--- src/rtl/core/esd_pkg.sv ---
// Shared types and character constants for the escape sequence decoder.
`timescale 1ns / 1ps
`default_nettype none

package esd_pkg;

	localparam logic [7:0] CH_BSLASH = 8'h5C;
	localparam logic [7:0] CH_QMARK  = 8'h3F;
	localparam logic [7:0] CH_PCT    = 8'h25;
	localparam logic [7:0] CH_DQUOTE = 8'h22;
	localparam logic [7:0] CH_N      = 8'h6E;
	localparam logic [7:0] CH_R      = 8'h72;
	localparam logic [7:0] CH_T      = 8'h74;
	localparam logic [7:0] CH_0      = 8'h30;
	localparam logic [7:0] CH_7      = 8'h37;
	localparam logic [7:0] CH_LF     = 8'h0A;
	localparam logic [7:0] CH_CR     = 8'h0D;
	localparam logic [7:0] CH_TAB    = 8'h09;

	localparam int FIFO_DEPTH = 4;
	localparam int PTR_W      = $clog2(FIFO_DEPTH);
	localparam int CNT_W      = $clog2(FIFO_DEPTH + 1);

	typedef struct packed {
		logic [7:0] ch;
		logic       last;
	} item_t;

	typedef struct packed {
		logic [1:0] cnt;
		item_t      r0;
		item_t      r1;
	} res_t;

endpackage

`default_nettype wire

--- src/rtl/core/esd_decode.sv ---
// Escape decode logic and decoder state for one registered character.
`timescale 1ns / 1ps
`default_nettype none

module esd_decode import esd_pkg::*; (
	input  wire logic       clk,
	input  wire logic       arst_n,
	input  wire logic       fire,
	input  wire item_t      in_s1,
	output res_t            res
);

	localparam logic [1:0] MODE_NORMAL = 2'd0;
	localparam logic [1:0] MODE_ESCAPE = 2'd1;
	localparam logic [1:0] MODE_OCTAL  = 2'd2;

	logic [1:0] mode_q, mode_d;
	logic [7:0] oct_q, oct_d;
	logic [7:0] oct_sum;
	logic       is_oct;
	logic       plain_emit;
	logic       plain_esc;
	logic       known;
	logic [7:0] mapped;
	logic [7:0] c;
	logic       lst;

	assign c       = in_s1.ch;
	assign lst     = in_s1.last;
	assign oct_sum = {oct_q[4:0], 3'b000} + {5'b00000, c[2:0]};
	assign is_oct  = c inside {[CH_0:CH_7]};

	always_comb begin
		plain_esc  = (c == CH_BSLASH) && !lst;
		plain_emit = !plain_esc;
		known      = 1'b1;
		case (c)
			CH_BSLASH: mapped = CH_BSLASH;
			CH_QMARK:  mapped = CH_QMARK;
			CH_PCT:    mapped = CH_PCT;
			CH_DQUOTE: mapped = CH_DQUOTE;
			CH_N:      mapped = CH_LF;
			CH_R:      mapped = CH_CR;
			CH_T:      mapped = CH_TAB;
			default: begin
				mapped = 8'h00;
				known  = 1'b0;
			end
		endcase
	end

	always_comb begin
		res    = '0;
		mode_d = mode_q;
		oct_d  = oct_q;
		case (mode_q)
			MODE_ESCAPE: begin
				mode_d = MODE_NORMAL;
				if (known) begin
					res.cnt = 2'd1;
					res.r0  = '{ch: mapped, last: lst};
				end else if (c == CH_0) begin
					oct_d = 8'h00;
					if (lst) begin
						res.cnt = 2'd1;
						res.r0  = '{ch: 8'h00, last: 1'b1};
					end else begin
						mode_d = MODE_OCTAL;
					end
				end else begin
					res.cnt = 2'd2;
					res.r0  = '{ch: CH_BSLASH, last: 1'b0};
					res.r1  = '{ch: c, last: lst};
				end
			end
			MODE_OCTAL: begin
				if (is_oct) begin
					oct_d = oct_sum;
					if (lst) begin
						res.cnt = 2'd1;
						res.r0  = '{ch: oct_sum, last: 1'b1};
					end
				end else begin
					res.r0 = '{ch: oct_q, last: 1'b0};
					mode_d = plain_esc ? MODE_ESCAPE : MODE_NORMAL;
					if (plain_emit) begin
						res.cnt = 2'd2;
						res.r1  = '{ch: c, last: lst};
					end else begin
						res.cnt = 2'd1;
					end
				end
			end
			default: begin
				mode_d = plain_esc ? MODE_ESCAPE : MODE_NORMAL;
				if (plain_emit) begin
					res.cnt = 2'd1;
					res.r0  = '{ch: c, last: lst};
				end
			end
		endcase
		if (lst) begin
			mode_d = MODE_NORMAL;
			oct_d  = 8'h00;
		end
	end

	always_ff @(posedge clk or negedge arst_n) begin
		if (!arst_n) begin
			mode_q <= MODE_NORMAL;
			oct_q  <= 8'h00;
		end else if (fire) begin
			mode_q <= mode_d;
			oct_q  <= oct_d;
		end
	end

endmodule

`default_nettype wire

--- src/rtl/core/esd_fifo.sv ---
// Result queue with up to two decoded characters in per cycle, one out if ready.
`timescale 1ns / 1ps
`default_nettype none

module esd_fifo import esd_pkg::*; (
	input  wire logic       clk,
	input  wire logic       arst_n,
	input  wire logic       push,
	input  wire res_t       res,
	output logic            room,
	output logic            out_valid,
	output item_t           out_item,
	input  wire logic       out_ready
);

	item_t             mem_q [FIFO_DEPTH];
	logic [PTR_W-1:0]  wr_q, rd_q;
	logic [CNT_W-1:0]  count_q;
	logic [1:0]        push_cnt;
	logic              pop;
	logic [PTR_W-1:0]  wr_next;

	assign push_cnt  = push ? res.cnt : 2'd0;
	assign out_valid = (count_q != '0);
	assign out_item  = mem_q[rd_q];
	assign pop       = out_valid && out_ready;
	assign room      = (count_q <= CNT_W'(FIFO_DEPTH - 2));
	assign wr_next   = wr_q + PTR_W'(1);

	always_ff @(posedge clk) begin
		if (push_cnt != 2'd0) begin
			mem_q[wr_q] <= res.r0;
		end
		if (push_cnt == 2'd2) begin
			mem_q[wr_next] <= res.r1;
		end
	end

	always_ff @(posedge clk or negedge arst_n) begin
		if (!arst_n) begin
			wr_q    <= '0;
			rd_q    <= '0;
			count_q <= '0;
		end else begin
			wr_q    <= wr_q + PTR_W'(push_cnt);
			rd_q    <= rd_q + PTR_W'(pop);
			count_q <= count_q + CNT_W'(push_cnt) - CNT_W'(pop);
		end
	end

endmodule

`default_nettype wire

--- src/rtl/core/escape_sequence_decoder.sv ---
// Top level of the escape sequence decoder.
// Decodes C style string escapes from a byte stream. One character transfer is
// taken every cycle; a character passes through the input register and the
// result queue before it reaches the output. The output port moves one character
// per cycle while the sink is ready; an unknown escape or an octal run closed by
// a non-backslash character yields two, which a four entry result queue absorbs;
// input transfers pause only while the queue holds three or more characters.
`timescale 1ns / 1ps
`default_nettype none

module escape_sequence_decoder import esd_pkg::*; (
	input  wire logic       clk,
	input  wire logic       arst_n,
	input  wire logic       s_axis_tvalid,
	output logic            s_axis_tready,
	input  wire logic [7:0] s_axis_tdata,  // [7:0] in_char
	input  wire logic       s_axis_tlast,
	output logic            m_axis_tvalid,
	input  wire logic       m_axis_tready,
	output logic [7:0]      m_axis_tdata,  // [7:0] out_char
	output logic            m_axis_tlast
);

	logic  valid_s1;
	item_t in_s1;
	logic  fire;
	logic  room;
	res_t  res;
	item_t out_item;

	assign fire          = valid_s1 && room;
	assign s_axis_tready = !valid_s1 || room;

	always_ff @(posedge clk or negedge arst_n) begin
		if (!arst_n) begin
			valid_s1 <= 1'b0;
		end else if (s_axis_tready) begin
			valid_s1 <= s_axis_tvalid;
		end
	end

	always_ff @(posedge clk) begin
		if (s_axis_tready && s_axis_tvalid) begin
			in_s1 <= '{ch: s_axis_tdata, last: s_axis_tlast};
		end
	end

	esd_decode u_decode (
		.clk    (clk),
		.arst_n (arst_n),
		.fire   (fire),
		.in_s1  (in_s1),
		.res    (res)
	);

	esd_fifo u_fifo (
		.clk       (clk),
		.arst_n    (arst_n),
		.push      (fire),
		.res       (res),
		.room      (room),
		.out_valid (m_axis_tvalid),
		.out_item  (out_item),
		.out_ready (m_axis_tready)
	);

	assign m_axis_tdata = out_item.ch;
	assign m_axis_tlast = out_item.last;

endmodule

`default_nettype wire

--- config.mk ---
export PLATFORM = sky130hd
export DESIGN_NAME = escape_sequence_decoder
export DESIGN_NICKNAME = d
export VERILOG_FILES = /design/src/rtl/core/esd_pkg.sv /design/src/rtl/core/esd_decode.sv /design/src/rtl/core/esd_fifo.sv /design/src/rtl/core/escape_sequence_decoder.sv
export SDC_FILE = /design/constraint.sdc
export NUM_CORES = 1
export LEC_CHECK = 0
export BUFFER_PORTS_ARGS = -buffer_cell sky130_fd_sc_hd__buf_4
export CAP_MARGIN = 0
export CORE_MARGIN = 1
export CORE_UTILIZATION = 52
export CTS_BUF_LIST = sky130_fd_sc_hd__clkbuf_4 sky130_fd_sc_hd__clkbuf_8
export DETAILED_ROUTE_END_ITERATION = 10
export PLACE_DENSITY = 0.7
export SYNTH_ARGS = -nofsm -noshare
export SYNTH_HDL_FRONTEND = slang
export SYNTH_SLANG_ARGS = --single-unit
export TNS_END_PERCENT = 100
--- constraint.sdc ---
create_clock -name clk -period 3.8 [get_ports clk]
set_clock_uncertainty 0.2 [all_clocks]
set_input_delay 0.38 -clock clk [delete_from_list [all_inputs] [get_ports clk]]
set_output_delay 0.38 -clock clk [all_outputs]
set_load 0.02 [all_outputs]
==> results.cfg <==
[critical_path]
reg2reg_slack_ns = 0.29
cp_data_arrival_time_ns = 3.28
crit_end = u_fifo.mem_q[0][5]
timing.rr.end = u_fifo.mem_q[0][5]
r2r-start = in_s1[1]
cp-start-kind = register
crit_fanout = 10
crit_type = reg -> reg
cp-end-kind = register
crit_required_ns = 3.57
crit_path_start = in_s1[1]
r2r_cells = 7

[route]
firstDrtPassIters = 5
drt_wl_total_mm = 8.52
vias = 2833
wl_per_cell_um = 18.1
drc_errors = 0
drtIter0Drc = 191
vias_per_cell = 6.03
postRouteAntennaNets = 0

[clock_tree]
cts_buffer_depth = 2
cts_tree = yes
cts_made_buffers = 9
insertion_delay_ns = 0.34
htreeDepth = 3
cts.sinks = 63
root_buffer = clkbuf_8
path_clk_slew_ns = 0.07
cts_repair_resize_count = 0

[cells_and_area]
fin_nets = 390
n_antenna_cell = 0
final_cells = 470
design_area_mm2 = 0.00441
areaGrowthSynthToFinish_pct = 17.0
finish.utilization_pct = 63.8
mostFrequentLayoutCells = edfxtp_1, nand2_1, buf_4
final_common_cell = edfxtp_1
drive_above_1_share_pct = 20.3

[min_path]
hold_path_class = in -> reg
holdPathStages = 1

[synth]
postSynthAreaPerCell_um2 = 11.3
synthDistinctLibCells = 63
async_flop_share_pct = 28.6
ys_ff_latch = 63
synth.yosys.seq_area_share_pct = 47.8
syn_nets = 355
synth_cells = 334
synth_ff_type = edfxtp_1
yosys_warnings = 0
synth_edf_count = 45
synth_area_mm2 = 0.00377

[global_routing]
grt_first_pass_wirelength_mm = 13.9
grt_usage_pct = 24.3
grt_pass1_vias = 2683
grt_util_met1_pct = 32.0
overflow = 0
top_usage_layer = met2
use_met3_pct = 5.21
grt_max_degree = 20
antenna_found_initial = 0
gr-usage-met2_pct = 39.8

[timing]
final_hold_viol_count = 0
fmax_ghz = 0.285
maxSlewHeadroom_pct = 37.8
whs_ns = 0.0159
period_needed_ns = 3.51
slew_viol_final = 0
rsz0062_at_grt = no
layout_setup_ws_ns = 0.291
worstMarginPinSlew_ns = 0.921
setup_viol = 0
fin_setup_tns_ns = 0
fin_crit_sh_pct = 92.3

[floorplan]
rows = 30
start_util_pct = 54.6
io_pins = 24
die_w_um = 87.1
die_h_um = 87.1
core-area_mm2 = 0.00691
die-area_mm2 = 0.00759

[place]
place_ws_ns = 0.311
io_buffers = 23
hpwl_mm = 6.18
gp_congestion = 0.884
place_area_mm2 = 0.00407
numPlacedInstances = 446

[pwr]
ir_worst_vdd_uv = 283
power_density_mw_per_mm2 = 621
power_mw = 2.74
power.leakage_nw = 1.65

[outcome]
status = finished clean

[job]
cap_violations = 0
[where the power goes]
| part | leakage [nW] | internal [mW] | total, mW | switching [mW] |
|---|---|---|---|---|
| logic | 0.871 | 0.410 | 0.873 | 0.462 |
| registers | 0.644 | 0.927 | 1.09 | 0.164 |
| clock network | 0.132 | 0.508 | 0.773 | 0.265 |
[worst max-delay path, stage by stage (launching register included)]
cell	delay [ns]
edfxtp_1	0.48
buf_4	0.21
or4b_2	0.61
nor2_1	0.33
a211o_1	0.25
o21a_1	0.39
or4_4	0.31
nand3_1	0.36
[worst min-delay path by stage]
stage	startpoint	endpoint	slack, ns
2_1_floorplan	arst_n	u_decode.mode_q[0]	-0.12
3_3_place_gp	arst_n	valid_s1	0.06
3_5_place_dp	arst_n	valid_s1	0.06
4_1_cts	s_axis_tlast	in_s1[0]	0.001
5_1_grt	s_axis_tdata[4]	in_s1[5]	-0.004
6_report	s_axis_tdata[4]	in_s1[5]	0.02
[cells in the mapped netlist, types with 4 or more instances]
library cell  number  share of area, %
a21oi_1           14               1.9
a22oi_1            4              0.80
buf_2              4              0.53
clkbuf_1          14               1.4
dfrtp_1           18                12
edfxtp_1          45                36
ha_1               7               2.3
inv_1             10               1.0
mux2i_1           28               7.4
mux4_2             9               5.4
nand2_1           40               4.0
nand2b_1           4              0.66
nand3_1           14               1.9
nor2_1            11               1.1
nor3_1             6              0.80
o21ai_0           23               3.1
o31ai_1            5               1.0
or3_1              4              0.66
[logic make-up after synthesis]
group,Yosys count,synth area share [%]
simple gates,114,17.5
compound gates,72,12.8
buf+inv,31,3.62
fa+ha+maj,8,2.85
mux,41,14.3
flops,63,47.8
xor+xnor,5,1.16
[area by class of cell]
type,instances,area (µm²)
clock buffers,10,131
clock inverters,6,133
fillers,558,2500
inverters,11,41.3
multi-input cells,240,1830
flip-flops and latches,63,1800
well taps,96,120
repair buffers,44,350
[state kept, by name, summed over array words and instances (netlist names)]
register	flops
u_fifo.mem_q	36
u_fifo.count_q	3
u_fifo.rd_q	2
u_decode.oct_q	8
in_s1	9
valid_s1	1
u_fifo.wr_q	2
u_decode.mode_q	2
[what timing repair did]
item	CTS	global route
buffers inserted	0	0
hold buffers	1	7
endpoints found under the hold margin	18	7
[per-layer routing]
metal	part of all wire, %	up-vias
li1	-	1349
met3	5.9	17
met2	50	114
met4	1.6	0
met5	0	-
met1	43	1353
(Power assumes the default switching activity.)
